## config.mk

```make
export PLATFORM = sky130hd
export DESIGN_NAME = dirty_rectangle_tracker
export DESIGN_NICKNAME = d
export VERILOG_FILES = /design/src/sv/drt_pkg.sv /design/src/sv/dirty_rectangle_tracker.sv /design/src/sv/drt_scale.sv /design/src/sv/drt_cell.sv
export VERILOG_INCLUDE_DIRS = /design/src /design/src/sv
export SDC_FILE = /design/constraint.sdc
export NUM_CORES = 2
export LEC_CHECK = 0
export BUFFER_PORTS_ARGS = -buffer_cell sky130_fd_sc_hd__buf_2
export CAP_MARGIN = 5
export CORE_ASPECT_RATIO = 0.9
export CORE_MARGIN = 2
export CORE_UTILIZATION = 55
export DETAILED_ROUTE_END_ITERATION = 8
export PLACE_DENSITY_LB_ADDON = 0.15
export SYNTH_ARGS = -nofsm -noshare
export SYNTH_HDL_FRONTEND = slang
export SYNTH_SLANG_ARGS = --single-unit
```

## constraint.sdc

```tcl
create_clock -name clk -period 20.8 [get_ports clk]
set_input_delay 2.08 -clock clk [delete_from_list [all_inputs] [get_ports clk]]
set_output_delay 2.08 -clock clk [all_outputs]
set_load 0.005 [all_outputs]
```

## src/sv/dirty_rectangle_tracker_defines.svh

```systemverilog
// assertion macros for the dirty rectangle tracker
// included by the rtl files that carry concurrent assertions, no other dependencies
`ifndef DIRTY_RECTANGLE_TRACKER_DEFINES_SVH
`define DIRTY_RECTANGLE_TRACKER_DEFINES_SVH

// condition must hold at every edge outside reset
`define DRT_ASSERT_ALWAYS(label, clk, rst_n, cond, msg) \
	label: assert property (@(posedge clk) disable iff (!rst_n) (cond)) else $error(msg);

// same-cycle implication
`define DRT_ASSERT_IMP(label, clk, rst_n, ante, cons, msg) \
	label: assert property (@(posedge clk) disable iff (!rst_n) (ante) |-> (cons)) \
	else $error(msg);

// next-cycle implication
`define DRT_ASSERT_NXT(label, clk, rst_n, ante, cons, msg) \
	label: assert property (@(posedge clk) disable iff (!rst_n) (ante) |=> (cons)) \
	else $error(msg);

`endif

```

## src/sv/drt_pkg.sv

```systemverilog
// shared types, codes and constants of the dirty rectangle tracker
// no dependencies; imported by every rtl module of the block
`default_nettype none

package drt_pkg;

	localparam int unsigned COORD_BITS      = 11;
	localparam int unsigned MAX_PENDING_DEF = 16;
	localparam int unsigned CFG_DATA_BITS   = 11;

	typedef logic [COORD_BITS-1:0]    coord_t;
	typedef logic [2:0]               status_t;
	typedef logic [2:0]               reg_idx_t;
	typedef logic [CFG_DATA_BITS-1:0] cfg_data_t;

	localparam coord_t COORD_MAX = '1;

	// result status codes
	localparam status_t ST_APPEND  = 3'd0;
	localparam status_t ST_DROP    = 3'd1;
	localparam status_t ST_REPLACE = 3'd2;
	localparam status_t ST_FULL    = 3'd3;
	localparam status_t ST_FLUSH   = 3'd4;

	// request function codes
	localparam logic FUNC_ADD   = 1'b0;
	localparam logic FUNC_FLUSH = 1'b1;

	// configuration register indexes
	localparam reg_idx_t REG_X_SCALE  = 3'd0;
	localparam reg_idx_t REG_Y_SCALE  = 3'd1;
	localparam reg_idx_t REG_Y_OFFSET = 3'd2;
	localparam reg_idx_t REG_W_SCALE  = 3'd3;
	localparam reg_idx_t REG_H_SCALE  = 3'd4;
	localparam reg_idx_t REG_SCREEN_W = 3'd5;
	localparam reg_idx_t REG_SCREEN_H = 3'd6;

	typedef struct packed {
		logic       func;
		logic [8:0] virt_x;
		logic [7:0] virt_y;
		logic [6:0] virt_w;
		logic [7:0] virt_h;
	} req_t;

	typedef struct packed {
		status_t status;
		coord_t  rect_x;
		coord_t  rect_y;
		coord_t  rect_w;
		coord_t  rect_h;
		logic    rect_valid;
		logic    last;
	} rsp_t;

	typedef struct packed {
		coord_t x;
		coord_t y;
		coord_t w;
		coord_t h;
	} rect_t;

	// rectangle travelling down the cell row
	typedef struct packed {
		logic    valid;
		logic    done;
		status_t status;
		rect_t   rect;
	} tok_t;

	typedef struct packed {
		logic [2:0] x_scale;
		logic [2:0] y_scale;
		logic [7:0] y_offset;
		logic [2:0] w_scale;
		logic [2:0] h_scale;
		coord_t     screen_width;
		coord_t     screen_height;
	} cfg_t;

endpackage

`default_nettype wire

```

## src/sv/dirty_rectangle_tracker.sv

```systemverilog
// top level of the dirty rectangle tracker: config registers, cell row, flush and output
// depends on drt_pkg, drt_scale, drt_cell and dirty_rectangle_tracker_defines.svh
//
// Keeps up to MAX_PENDING screen-update rectangles in a row of cells. An add
// request is scaled and clipped in drt_scale, then walks the row one cell per
// cycle. A flush with n stored rectangles gives n results at one per cycle while
// rsp_ready does not hold the output (one result when the table is empty), the
// entries moving towards the head of the row as they are sent. Items are
// worked one at a time; the response register lets a new request in while the
// previous result waits to be taken. Config writes are always accepted and
// must only be issued while no request is in progress.
`default_nettype none
`include "dirty_rectangle_tracker_defines.svh"

module dirty_rectangle_tracker #(
	parameter int unsigned MAX_PENDING = drt_pkg::MAX_PENDING_DEF
) (
	input  logic               clk,
	input  logic               arst_n,
	input  logic               req_valid,
	output logic               req_ready,
	input  drt_pkg::req_t      req,
	output logic               rsp_valid,
	input  logic               rsp_ready,
	output drt_pkg::rsp_t      rsp,
	input  logic               cfg_valid,
	output logic               cfg_ready,
	input  drt_pkg::reg_idx_t  cfg_index,
	input  drt_pkg::cfg_data_t cfg_data
);
	import drt_pkg::*;

	localparam int unsigned CNT_W = $clog2(MAX_PENDING + 1);

	cfg_t             cfg_q;
	logic             busy_q, fl_q, end_v_q, rsp_valid_q;
	logic [CNT_W-1:0] count_q, rem_q;
	tok_t             end_q;
	rsp_t             rsp_q, rsp_nxt;

	logic             accept, start_add, start_flush;
	logic             can_load, load, shift, item_done;
	tok_t             tok [MAX_PENDING+1];
	rect_t            ents [MAX_PENDING];
	logic [MAX_PENDING:0] tok_vld;

	assign accept      = req_valid && req_ready;
	assign start_add   = accept && req.func == FUNC_ADD;
	assign start_flush = accept && req.func == FUNC_FLUSH;
	assign req_ready   = !busy_q;
	assign cfg_ready   = 1'b1;

	// configuration registers
	always_ff @(posedge clk or negedge arst_n) begin
		if (!arst_n) begin
			cfg_q.x_scale       <= 3'd2;
			cfg_q.y_scale       <= 3'd2;
			cfg_q.y_offset      <= 8'd0;
			cfg_q.w_scale       <= 3'd2;
			cfg_q.h_scale       <= 3'd2;
			cfg_q.screen_width  <= coord_t'(640);
			cfg_q.screen_height <= coord_t'(400);
		end else if (cfg_valid && cfg_ready) begin
			case (cfg_index)
				REG_X_SCALE:  cfg_q.x_scale       <= cfg_data[2:0];
				REG_Y_SCALE:  cfg_q.y_scale       <= cfg_data[2:0];
				REG_Y_OFFSET: cfg_q.y_offset      <= cfg_data[7:0];
				REG_W_SCALE:  cfg_q.w_scale       <= cfg_data[2:0];
				REG_H_SCALE:  cfg_q.h_scale       <= cfg_data[2:0];
				REG_SCREEN_W: cfg_q.screen_width  <= cfg_data[COORD_BITS-1:0];
				REG_SCREEN_H: cfg_q.screen_height <= cfg_data[COORD_BITS-1:0];
				default: begin
				end
			endcase
		end
	end

	// scaling and clipping front end
	drt_scale u_scale (
		.clk    (clk),
		.arst_n (arst_n),
		.start  (start_add),
		.req    (req),
		.cfg    (cfg_q),
		.tok    (tok[0])
	);

	// row of cells
	for (genvar g = 0; g < MAX_PENDING; g++) begin : g_cell
		rect_t nbr;
		if (g == MAX_PENDING - 1) begin : g_tail
			assign nbr = ents[g];
		end else begin : g_mid
			assign nbr = ents[g+1];
		end

		drt_cell #(
			.IDX   (g),
			.CNT_W (CNT_W)
		) u_cell (
			.clk     (clk),
			.arst_n  (arst_n),
			.tok_in  (tok[g]),
			.tok_out (tok[g+1]),
			.count   (count_q),
			.shift   (shift),
			.nbr     (nbr),
			.ent     (ents[g])
		);
	end

	for (genvar g = 0; g <= MAX_PENDING; g++) begin : g_vld
		assign tok_vld[g] = tok[g].valid;
	end

	// next response and load control
	assign can_load = !rsp_valid_q || rsp_ready;

	always_comb begin
		rsp_nxt = '0;
		if (end_v_q) begin
			rsp_nxt.status     = end_q.status;
			rsp_nxt.rect_x     = end_q.rect.x;
			rsp_nxt.rect_y     = end_q.rect.y;
			rsp_nxt.rect_w     = end_q.rect.w;
			rsp_nxt.rect_h     = end_q.rect.h;
			rsp_nxt.rect_valid = 1'b1;
			rsp_nxt.last       = 1'b1;
		end else if (rem_q == '0) begin
			rsp_nxt.status     = ST_FLUSH;
			rsp_nxt.last       = 1'b1;
		end else begin
			rsp_nxt.status     = ST_FLUSH;
			rsp_nxt.rect_x     = ents[0].x;
			rsp_nxt.rect_y     = ents[0].y;
			rsp_nxt.rect_w     = ents[0].w;
			rsp_nxt.rect_h     = ents[0].h;
			rsp_nxt.rect_valid = 1'b1;
			rsp_nxt.last       = rem_q == CNT_W'(1);
		end
	end

	assign load      = can_load && (end_v_q || fl_q);
	assign shift     = load && fl_q && rem_q != '0;
	assign item_done = load && rsp_nxt.last;

	// item control: busy, flush walk, pending count, end of row
	always_ff @(posedge clk or negedge arst_n) begin
		if (!arst_n) begin
			busy_q  <= 1'b0;
			fl_q    <= 1'b0;
			end_v_q <= 1'b0;
			count_q <= '0;
			rem_q   <= '0;
		end else begin
			if (accept) begin
				busy_q <= 1'b1;
			end else if (item_done) begin
				busy_q <= 1'b0;
			end

			if (start_flush) begin
				fl_q  <= 1'b1;
				rem_q <= count_q;
			end else if (load && fl_q) begin
				if (rsp_nxt.last) begin
					fl_q <= 1'b0;
				end
				if (shift) begin
					rem_q <= rem_q - CNT_W'(1);
				end
			end

			if (tok[MAX_PENDING].valid) begin
				end_v_q <= 1'b1;
			end else if (load && end_v_q) begin
				end_v_q <= 1'b0;
			end

			if (tok[MAX_PENDING].valid && tok[MAX_PENDING].status == ST_APPEND) begin
				count_q <= count_q + CNT_W'(1);
			end else if (item_done && fl_q) begin
				count_q <= '0;
			end
		end
	end

	// end of row holding register
	always_ff @(posedge clk) begin
		if (tok[MAX_PENDING].valid) begin
			end_q <= tok[MAX_PENDING];
		end
	end

	// response register
	always_ff @(posedge clk or negedge arst_n) begin
		if (!arst_n) begin
			rsp_valid_q <= 1'b0;
		end else if (load) begin
			rsp_valid_q <= 1'b1;
		end else if (rsp_ready) begin
			rsp_valid_q <= 1'b0;
		end
	end

	always_ff @(posedge clk) begin
		if (load) begin
			rsp_q <= rsp_nxt;
		end
	end

	assign rsp_valid = rsp_valid_q;
	assign rsp       = rsp_q;

	// checks
	`DRT_ASSERT_ALWAYS(a_one_in_flight, clk, arst_n,
		$countones({tok_vld, end_v_q, fl_q}) <= 1, "more than one item in flight")
	`DRT_ASSERT_IMP(a_idle_empty, clk, arst_n, !busy_q,
		tok_vld == '0 && !end_v_q && !fl_q, "work in flight while idle")
	`DRT_ASSERT_ALWAYS(a_count_bound, clk, arst_n,
		count_q <= CNT_W'(MAX_PENDING), "pending count beyond table depth")
	`DRT_ASSERT_NXT(a_append_count, clk, arst_n,
		tok[MAX_PENDING].valid && tok[MAX_PENDING].status == ST_APPEND,
		count_q == $past(count_q) + CNT_W'(1), "append did not grow the table")

endmodule

`default_nettype wire

```

## src/sv/drt_scale.sv

```systemverilog
// scaling and clipping of a new rectangle, two register stages
// depends on drt_pkg; feeds the first cell of the row
`default_nettype none

module drt_scale (
	input  logic          clk,
	input  logic          arst_n,
	input  logic          start,
	input  drt_pkg::req_t req,
	input  drt_pkg::cfg_t cfg,
	output drt_pkg::tok_t tok
);
	import drt_pkg::*;

	logic [11:0] x_prod, y_sum, w_prod;
	coord_t      h_prod;

	logic        v_s1;
	coord_t      x_s1, y_s1, h_s1;
	logic [11:0] w_s1;

	coord_t      w_clip, h_clip;
	logic        v_s2;
	tok_t        tok_s2;

	// clipped length of a span starting at pos
	function automatic coord_t clip_len(coord_t pos, logic [11:0] len, coord_t lim);
		logic [12:0] span_end;
		span_end = 13'(pos) + 13'(len);
		if (span_end <= 13'(lim))
			return len[COORD_BITS-1:0];
		else if (pos >= lim)
			return '0;
		else
			return lim - pos;
	endfunction

	// virtual to screen units
	assign x_prod = 12'(req.virt_x) * 12'(cfg.x_scale);
	assign y_sum  = 12'(req.virt_y) * 12'(cfg.y_scale) + 12'(cfg.y_offset);
	assign w_prod = {3'b000, req.virt_w, 2'b00} * 12'(cfg.w_scale);
	assign h_prod = coord_t'(req.virt_h) * coord_t'(cfg.h_scale);

	// stage 1 valid
	always_ff @(posedge clk or negedge arst_n) begin
		if (!arst_n) begin
			v_s1 <= 1'b0;
		end else begin
			v_s1 <= start;
		end
	end

	// stage 1 payload with coordinate saturation
	always_ff @(posedge clk) begin
		if (start) begin
			x_s1 <= (x_prod > 12'(COORD_MAX)) ? COORD_MAX : x_prod[COORD_BITS-1:0];
			y_s1 <= (y_sum > 12'(COORD_MAX)) ? COORD_MAX : y_sum[COORD_BITS-1:0];
			w_s1 <= w_prod;
			h_s1 <= h_prod;
		end
	end

	// clip to the screen, an empty side empties both
	always_comb begin
		w_clip = clip_len(x_s1, w_s1, cfg.screen_width);
		h_clip = clip_len(y_s1, 12'(h_s1), cfg.screen_height);
		if (w_clip == '0 || h_clip == '0) begin
			w_clip = '0;
			h_clip = '0;
		end
	end

	// stage 2 valid
	always_ff @(posedge clk or negedge arst_n) begin
		if (!arst_n) begin
			v_s2 <= 1'b0;
		end else begin
			v_s2 <= v_s1;
		end
	end

	// stage 2 payload, status starts as full until a cell decides
	always_ff @(posedge clk) begin
		if (v_s1) begin
			tok_s2.valid  <= 1'b1;
			tok_s2.done   <= 1'b0;
			tok_s2.status <= ST_FULL;
			tok_s2.rect   <= '{x: x_s1, y: y_s1, w: w_clip, h: h_clip};
		end
	end

	always_comb begin
		tok       = tok_s2;
		tok.valid = v_s2;
	end

endmodule

`default_nettype wire

```

## src/sv/drt_cell.sv

```systemverilog
// one cell of the pending rectangle row: holds one entry and compares it
// with the passing rectangle; depends on drt_pkg
`default_nettype none

module drt_cell #(
	parameter int unsigned IDX   = 0,
	parameter int unsigned CNT_W = $clog2(drt_pkg::MAX_PENDING_DEF + 1)
) (
	input  logic               clk,
	input  logic               arst_n,
	input  drt_pkg::tok_t      tok_in,
	output drt_pkg::tok_t      tok_out,
	input  logic [CNT_W-1:0]   count,
	input  logic               shift,
	input  drt_pkg::rect_t     nbr,
	output drt_pkg::rect_t     ent
);
	import drt_pkg::*;

	rect_t             ent_q;
	tok_t              tok_nxt, tok_q;
	logic              valid_q;
	logic              wr;
	logic              occ, app, live;
	logic              enclosed, covers;
	logic [COORD_BITS:0] nr, nb, er, eb;

	// right and bottom edges
	assign nr = {1'b0, tok_in.rect.x} + {1'b0, tok_in.rect.w};
	assign nb = {1'b0, tok_in.rect.y} + {1'b0, tok_in.rect.h};
	assign er = {1'b0, ent_q.x} + {1'b0, ent_q.w};
	assign eb = {1'b0, ent_q.y} + {1'b0, ent_q.h};

	assign enclosed = tok_in.rect.x >= ent_q.x && tok_in.rect.y >= ent_q.y &&
			nr <= er && nb <= eb;
	assign covers = tok_in.rect.x <= ent_q.x && tok_in.rect.y <= ent_q.y &&
			nr >= er && nb >= eb;

	assign occ  = CNT_W'(IDX) < count;
	assign app  = CNT_W'(IDX) == count;
	assign live = tok_in.valid && !tok_in.done;

	// decision of this cell
	always_comb begin
		tok_nxt = tok_in;
		wr      = 1'b0;
		if (live && occ) begin
			if (enclosed) begin
				tok_nxt.done   = 1'b1;
				tok_nxt.status = ST_DROP;
			end else if (covers) begin
				wr             = 1'b1;
				tok_nxt.done   = 1'b1;
				tok_nxt.status = ST_REPLACE;
			end
		end else if (live && app) begin
			wr             = 1'b1;
			tok_nxt.done   = 1'b1;
			tok_nxt.status = ST_APPEND;
		end
	end

	// entry store, flush moves entries one cell towards the head
	always_ff @(posedge clk) begin
		if (shift) begin
			ent_q <= nbr;
		end else if (wr) begin
			ent_q <= tok_in.rect;
		end
	end

	// token register valid
	always_ff @(posedge clk or negedge arst_n) begin
		if (!arst_n) begin
			valid_q <= 1'b0;
		end else begin
			valid_q <= tok_in.valid;
		end
	end

	// token register payload
	always_ff @(posedge clk) begin
		if (tok_in.valid) begin
			tok_q <= tok_nxt;
		end
	end

	always_comb begin
		tok_out       = tok_q;
		tok_out.valid = valid_q;
	end

	assign ent = ent_q;

endmodule

`default_nettype wire
```

* After elaboration in Yosys (flattened, before gate mapping)
Index checks and enable logic that the tools add are counted.
Cells by class: add/sub/neg operators 71, multipliers 4, order comparisons 150, eq/ne operators 22, muxes and demuxes 179, bitwise gates (word level) 2, reduce and logical (&&, ||, !) cells 212
Operators by type and width (number):
- $mux W44 | 30
- $add A11 B11 Y12 | 65
- $ge A12 B12 Y1 | 32
- $le A12 B12 Y1 | 32
- $ge A11 B11 Y1 | 34
- $le A11 B11 Y1 | 32
- $mux W4 | 60
- $logic_and A1 B1 Y1 | 153
- $mux W1 | 74
- $mux W46 | 1
- $mux W45 | 1
- $mux W11 | 4
- $reduce_bool A2 Y1 | 22
- $eq A4 B5 Y1 const A | 8
- $lt A4 B5 Y1 const A | 8
- $le A13 B11 Y1 | 2
- $mux W5 | 5
- $gt A12 B11 Y1 const B | 2
- $logic_not A11 Y1 | 2
- $mul A8 B3 Y11 | 2
- $sub A11 B11 Y11 | 2
- $eq A3 B5 Y1 const A | 4
- $lt A3 B5 Y1 const A | 4
- $reduce_and A2 Y1 | 10
- other kinds (21) | 51
Storage, ports and cells: bits in registers 1728, input bits 52, output and inout port bits 52, logic and storage cells 850

* Logic depth before layout (Yosys ltp)
depth after elaboration 9, depth in mapped cells 21, depth with buffers taken out 20

* Hierarchy
Synthesis repeated with hierarchy kept, for this count alone.
Second synthesis, totals: cell total of the unflattened synthesis 10447, area total of the unflattened synthesis 116661.9 um2
Modules (own cells, without submodules):
- drt_scale | instances 1, cells an instance 904, area each 8474.4 um2, sequential area each 2662.6 um2
- drt_cell (g_cell[14].u_cell) | instances 1, cells an instance 576, area each 6451.2 um2, sequential area each 2787.7 um2
- drt_cell (g_cell[12].u_cell) | instances 1, cells an instance 573, area each 6431.2 um2, sequential area each 2787.7 um2
- drt_cell (g_cell[15].u_cell) | instances 1, cells an instance 577, area each 6422.4 um2, sequential area each 2787.7 um2
- drt_cell (g_cell[6].u_cell) | instances 1, cells an instance 573, area each 6422.4 um2, sequential area each 2787.7 um2
- drt_cell (g_cell[11].u_cell) | instances 1, cells an instance 575, area each 6417.4 um2, sequential area each 2787.7 um2
- drt_cell (g_cell[0].u_cell) | instances 1, cells an instance 568, area each 6408.6 um2, sequential area each 2787.7 um2
- drt_cell (g_cell[5].u_cell) | instances 1, cells an instance 572, area each 6406.1 um2, sequential area each 2787.7 um2
- drt_cell (g_cell[4].u_cell) | instances 1, cells an instance 580, area each 6404.9 um2, sequential area each 2787.7 um2
- drt_cell (g_cell[2].u_cell) | instances 1, cells an instance 576, area each 6391.1 um2, sequential area each 2787.7 um2
- drt_cell (g_cell[1].u_cell) | instances 1, cells an instance 570, area each 6387.4 um2, sequential area each 2787.7 um2
- drt_cell (g_cell[7].u_cell) | instances 1, cells an instance 566, area each 6377.4 um2, sequential area each 2787.7 um2
- drt_cell (g_cell[13].u_cell) | instances 1, cells an instance 565, area each 6366.1 um2, sequential area each 2787.7 um2
- drt_cell (g_cell[10].u_cell) | instances 1, cells an instance 564, area each 6361.1 um2, sequential area each 2787.7 um2
- +4 rows

* Least setup slack after synthesis
OpenSTA, ideal clock, no wires.
path type register -> register, from reg g_cell[0].u_cell.valid_q, to reg g_cell[1].u_cell.ent_q (netlist bit g_cell[1].u_cell.ent[0]), enable pin, library setup time 598 ps, data arrival time 6706 ps, data required time 20202 ps, setup slack 13496 ps, stages on the path, launching flop included 3, buffers on the path 0, clock period less this slack 7304 ps, path through dfrtp_1 -> nand2b_1 -> o311ai_0
On the way: cells in the longest elaborated chain, start to end 5, elaborated cells on any way between the ends 6, classes of those cells mux: 2; reduce/logical: 4
Ends and longest elaborated chain:
- start, declared | line drt_cell.sv:22 | logic valid_q;
- start signal, assigned | line drt_cell.sv:77 | valid_q <= tok_in.valid;
- $logic_and A1 B1 Y1 * | line drt_cell.sv:41 | assign live = tok_in.valid && !tok_in.done;
- $logic_and A1 B1 Y1 | line drt_cell.sv:56 | end else if (live && app) begin
- $mux W1 | line drt_cell.sv:56
- $mux W1 * | line drt_cell.sv:47 | if (live && occ) begin
- $reduce_bool A2 Y1 (no source line) *
- end signal, assigned | line drt_cell.sv:66 | ent_q <= nbr;
- end signal, assigned | line drt_cell.sv:68 | ent_q <= tok_in.rect;
- end, declared | line drt_cell.sv:20 | rect_t ent_q;
Mark *: on every way between the ends. The rest lies on a longest branch, timed or not. A chain may end at the register's enable or synchronous reset.

* Worst setup path after layout
from reg g_cell[12].u_cell.ent_q (netlist bit g_cell[12].u_cell.ent[1]), to reg g_cell[12].u_cell.ent_q (netlist bit g_cell[12].u_cell.ent[30]), enable pin
On the way: cells in the longest elaborated chain, start to end 7, elaborated cells on any way between the ends 9, classes of those cells add/sub: 1; order compare: 2; mux: 3; reduce/logical: 3
Ends and longest elaborated chain:
- start, declared | line drt_cell.sv:20
- start signal, assigned | line drt_cell.sv:66
- start signal, assigned | line drt_cell.sv:68
- $add A11 B11 Y12 * | line drt_cell.sv:32 | assign eb = {1'b0, ent_q.y} + {1'b0, ent_q.h};
- $ge A12 B12 Y1 | line drt_cell.sv:37 | nr >= er && nb >= eb;
- $logic_and A1 B1 Y1 | line drt_cell.sv:37
- $mux W1 | line drt_cell.sv:51 | end else if (covers) begin
- $mux W1 * | line drt_cell.sv:48 | if (enclosed) begin
- $mux W1 * | line drt_cell.sv:47
- $reduce_bool A2 Y1 (no source line) *
Marked as above.

==> metrics.cfg <==
[status]
status=finished clean

[final_layout]
final-seq-area_um2=51000
drive_gt1_share_pct=5.33
final_util_pct=60.0
syn_to_final_growth_pct=8.72
final_area_um2=122000
fillers=16677
num-nets-final=12573
multiInputGateArea_um2=57300

[clock_tree]
cts_tree=done
clk_latency_ns=0.85
clock_sinks=1711
clockRootBuffer=clkbuf_16
ctsHoldBuffers=0
clockBufferDepth=3
htreeDepth=4
clk_pin_slew_ns=0.07
cts_buffers=183
cts_setup_buffers=0
cts_resized=0

[floorplanning]
start_util_pct=55.2
die_w_um=480
die_y_um=432
core_area_um2=203000
dieArea_um2=207000
io_pins=104
num_rows=157

[synth]
synth_area_leaders=edfxtp_1 (44%), ha_1 (17%), nand2_1 (5.7%)
yosys_warnings=0
async_reset_ff_share_pct=4.32
synthAdderAreaFrac_pct=19.2
netlist.area_leader.share_pct=43.9
synth.most_common_cell=nand2_1
synth_nets=12416
synth_area_um2=112000
yosys.area_share.xor_xnor_pct=4.18
ys_ff_latch=1711
ys_top_cells_by_count=nand2_1 (1707), edfxtp_1 (1637), ha_1 (1554)
yosysSeqAreaShare_pct=45.5
syn_inst=10708
synth_edf_count=1637
synth_cell_type_count=92
yosys_most_used_dff=edfxtp_1
synth_mux_area_share_pct=0.737
synth-compound-area-share_pct=12.7
synth_top_family_by_area=adder cells
avgSynthCellArea_um2=10.5
synth_top_area_cell=edfxtp_1
synthSimpleGateAreaFrac_pct=14.2

[detailed_routing]
wl_mm=308
dr.pass1.iters=6
drc=0
first_iter_violations=8084
route.antenna.remaining_nets=0
wl_per_cell_um=22.4
avgViaCountPerCell=6.01
num_vias=82529

[power]
power.density_nw_per_um2=136
vdd_drop_max_mv=0.0868
power.total_mw=16.6
p_leak_nw=51.5

[timing]
clock.fmax_mhz=161
worstMarginPinSlew_ns=1.36
grt_setup_unrepaired=false
layout_setup_ws_ns=14.57
relSlewSlack_pct=9.58
min_period_ns=6.23
setup-tns-final_ns=0
maxSlewViolCount=0
setup_viol=0
final_min_period_over_clock_period_pct=30.0
clock_skew_ns=0.0340
hold_viol_final=0

[grt]
overflow=0
grt_usage_pct=29.3
grt_pass1_wl_mm=471
grt_start_max_net_pins=183
grt_pass1_vias=79850
antenna_found_initial=9

[job]
maxCapViolations=0

[critical_path]
slowest_delay_ns=1.06
rrSetupSlack_ns=14.57
regToRegEndpoint=g_cell[12].u_cell.ent[30]
cpMaxStageDelayCell=nor4bb_1
critPathKind=flop to flop
crit_chain=ha_1, a21o_1, a21oi_1, nor2b_1, o21a_1, o41ai_1, nor2_1, a211oi_1, xor2_1, ha_1, nand3_1, nor3_1, nand2_1, or2_2, nor2b_1, nor4bb_1, nand3_1, nand2_2
crit_path_max_fanout=44
reg2reg_depth=18
regToRegStartpoint=g_cell[12].u_cell.ent[1]
critPathCaptureType=flop
startpoint_type=flop
required_ns=21.24
arrival_ns=6.67

[placed_design]
io_buffers=102
place_congestion=0.959
place_area_um2=116000
dp_hpwl_mm=239
dpl_worst_slack_ns=13.76

[min_path]
whs_path_depth=0
hold_class=flop to flop
whs_endpoint=end_q[3]
min-delay-start=g_cell[15].u_cell.tok_out[3]

area by class of cell:
type,instances,area share [%]
timing repair buffer,151,0.742
sequential,1711,41.9
multi-input combinational,7992,47.1
antenna,6,0.0123
tap,2703,2.78
inverter,826,2.55
clock buffer,219,3.90
clock inverter,119,1.04
layout by cell type, fill, tap and decap left out, drive strengths merged, types with 32 or more instances in the layout:
cell,netlist,layout
nand2,1707,1707
edfxtp,1637,1637
ha,1554,1554
inv,826,843
nor2,698,698
o21ai,593,593
a21oi,467,467
xnor2,328,328
a21o,288,288
nor2b,227,227
clkbuf,170,219
nor3,214,214
xor2,207,207
buf,8,151
nand4,140,140
nand3,123,123
o21a,115,115
nand2b,110,110
o211ai,102,102
fa,102,102
a211oi,100,100
clkinv,0,72
a31oi,71,71
and2,70,70
dfrtp,65,65
a21boi,63,63
o41ai,55,55
a22o,47,47
mux2i,42,42
nor4,42,42
o21bai,40,40
or4b,36,36
mux2,36,36
or3,35,35
o2bb2ai,32,32
through the flow:
stage | hold WS [ns] | instances
floorplan | 0.400 | 10708
global placement | 0.404 | 13382
detailed placement | 0.405 | 13383
CTS | 0.413 | 13721
global route | 0.413 | 13722
finish | 0.410 | 13727
power by group:
part           internal, mW  leakage (nW)  switching [mW]
clock network          1.85          2.91            1.49
registers              4.80          15.9           0.697
logic                  3.07          32.7            4.70
worst max path at each step:
stage	start	endpoint	slack, ns	cells past startpoint
2_1_floorplan	g_cell[0].u_cell.valid_q	g_cell[1].u_cell.ent[0]	13.50	2
3_3_place_gp	rsp_ready	g_cell[8].u_cell.ent[39]	13.91	8
3_5_place_dp	rsp_ready	g_cell[7].u_cell.ent[41]	13.76	8
4_1_cts	g_cell[12].u_cell.ent[1]	g_cell[12].u_cell.ent[30]	14.60	18
5_1_grt	g_cell[11].u_cell.tok_out[0]	g_cell[12].u_cell.ent[4]	14.01	20
6_report	g_cell[12].u_cell.ent[1]	g_cell[12].u_cell.ent[30]	14.57	18
flip-flops by register name, summed over array words and instances, names as in the netlist, 5 cells and up:
| signal | flops |
|---|---|
| g_cell.u_cell.valid_q | 16 |
| rsp | 49 |
| g_cell.u_cell.tok_out | 751 |
| cfg_q | 42 |
| count_q | 5 |
| u_scale.w_s1 | 10 |
| end_q | 46 |
| u_scale.h_s1 | 11 |
| rem_q | 5 |
| g_cell.u_cell.ent | 704 |
| u_scale.y_s1 | 11 |
| u_scale.tok | 44 |
| u_scale.x_s1 | 11 |
worst max-delay path: cells and delay by family (launching register included):
family	cells	cell delay [ns]
AND/OR/NAND/NOR	10	3.17
XOR/XNOR	1	0.13
AO/OA/AOI/OAI	5	1.42
adder cells (fa/ha/maj)	2	0.62
flip-flops	1	0.42
cell families (layout without fill, tap and decap cells):
| family | count (synthesis) | in the layout |
|---|---|---|
| and+or+nand+nor | 3523 | 3523 |
| AOI/OAI and AO/OA | 2199 | 2199 |
| DFF | 1711 | 1711 |
| adders and majority gates | 1656 | 1656 |
| buffers and inverters | 1005 | 1315 |
| xor gates and xnor gates | 535 | 535 |
| muxes | 78 | 78 |
| other | 1 | 7 |
routing by layer:
layer  track usage [%]  part of all wire [%]  vias up
met5                 0                 0.013        -
met4              6.91                   2.3        6
met3              5.17                   7.9      418
met2              44.9                    44     2830
met1              43.2                    46    40020
li1                  -                     -    39255
(Power assumes the default switching activity.)
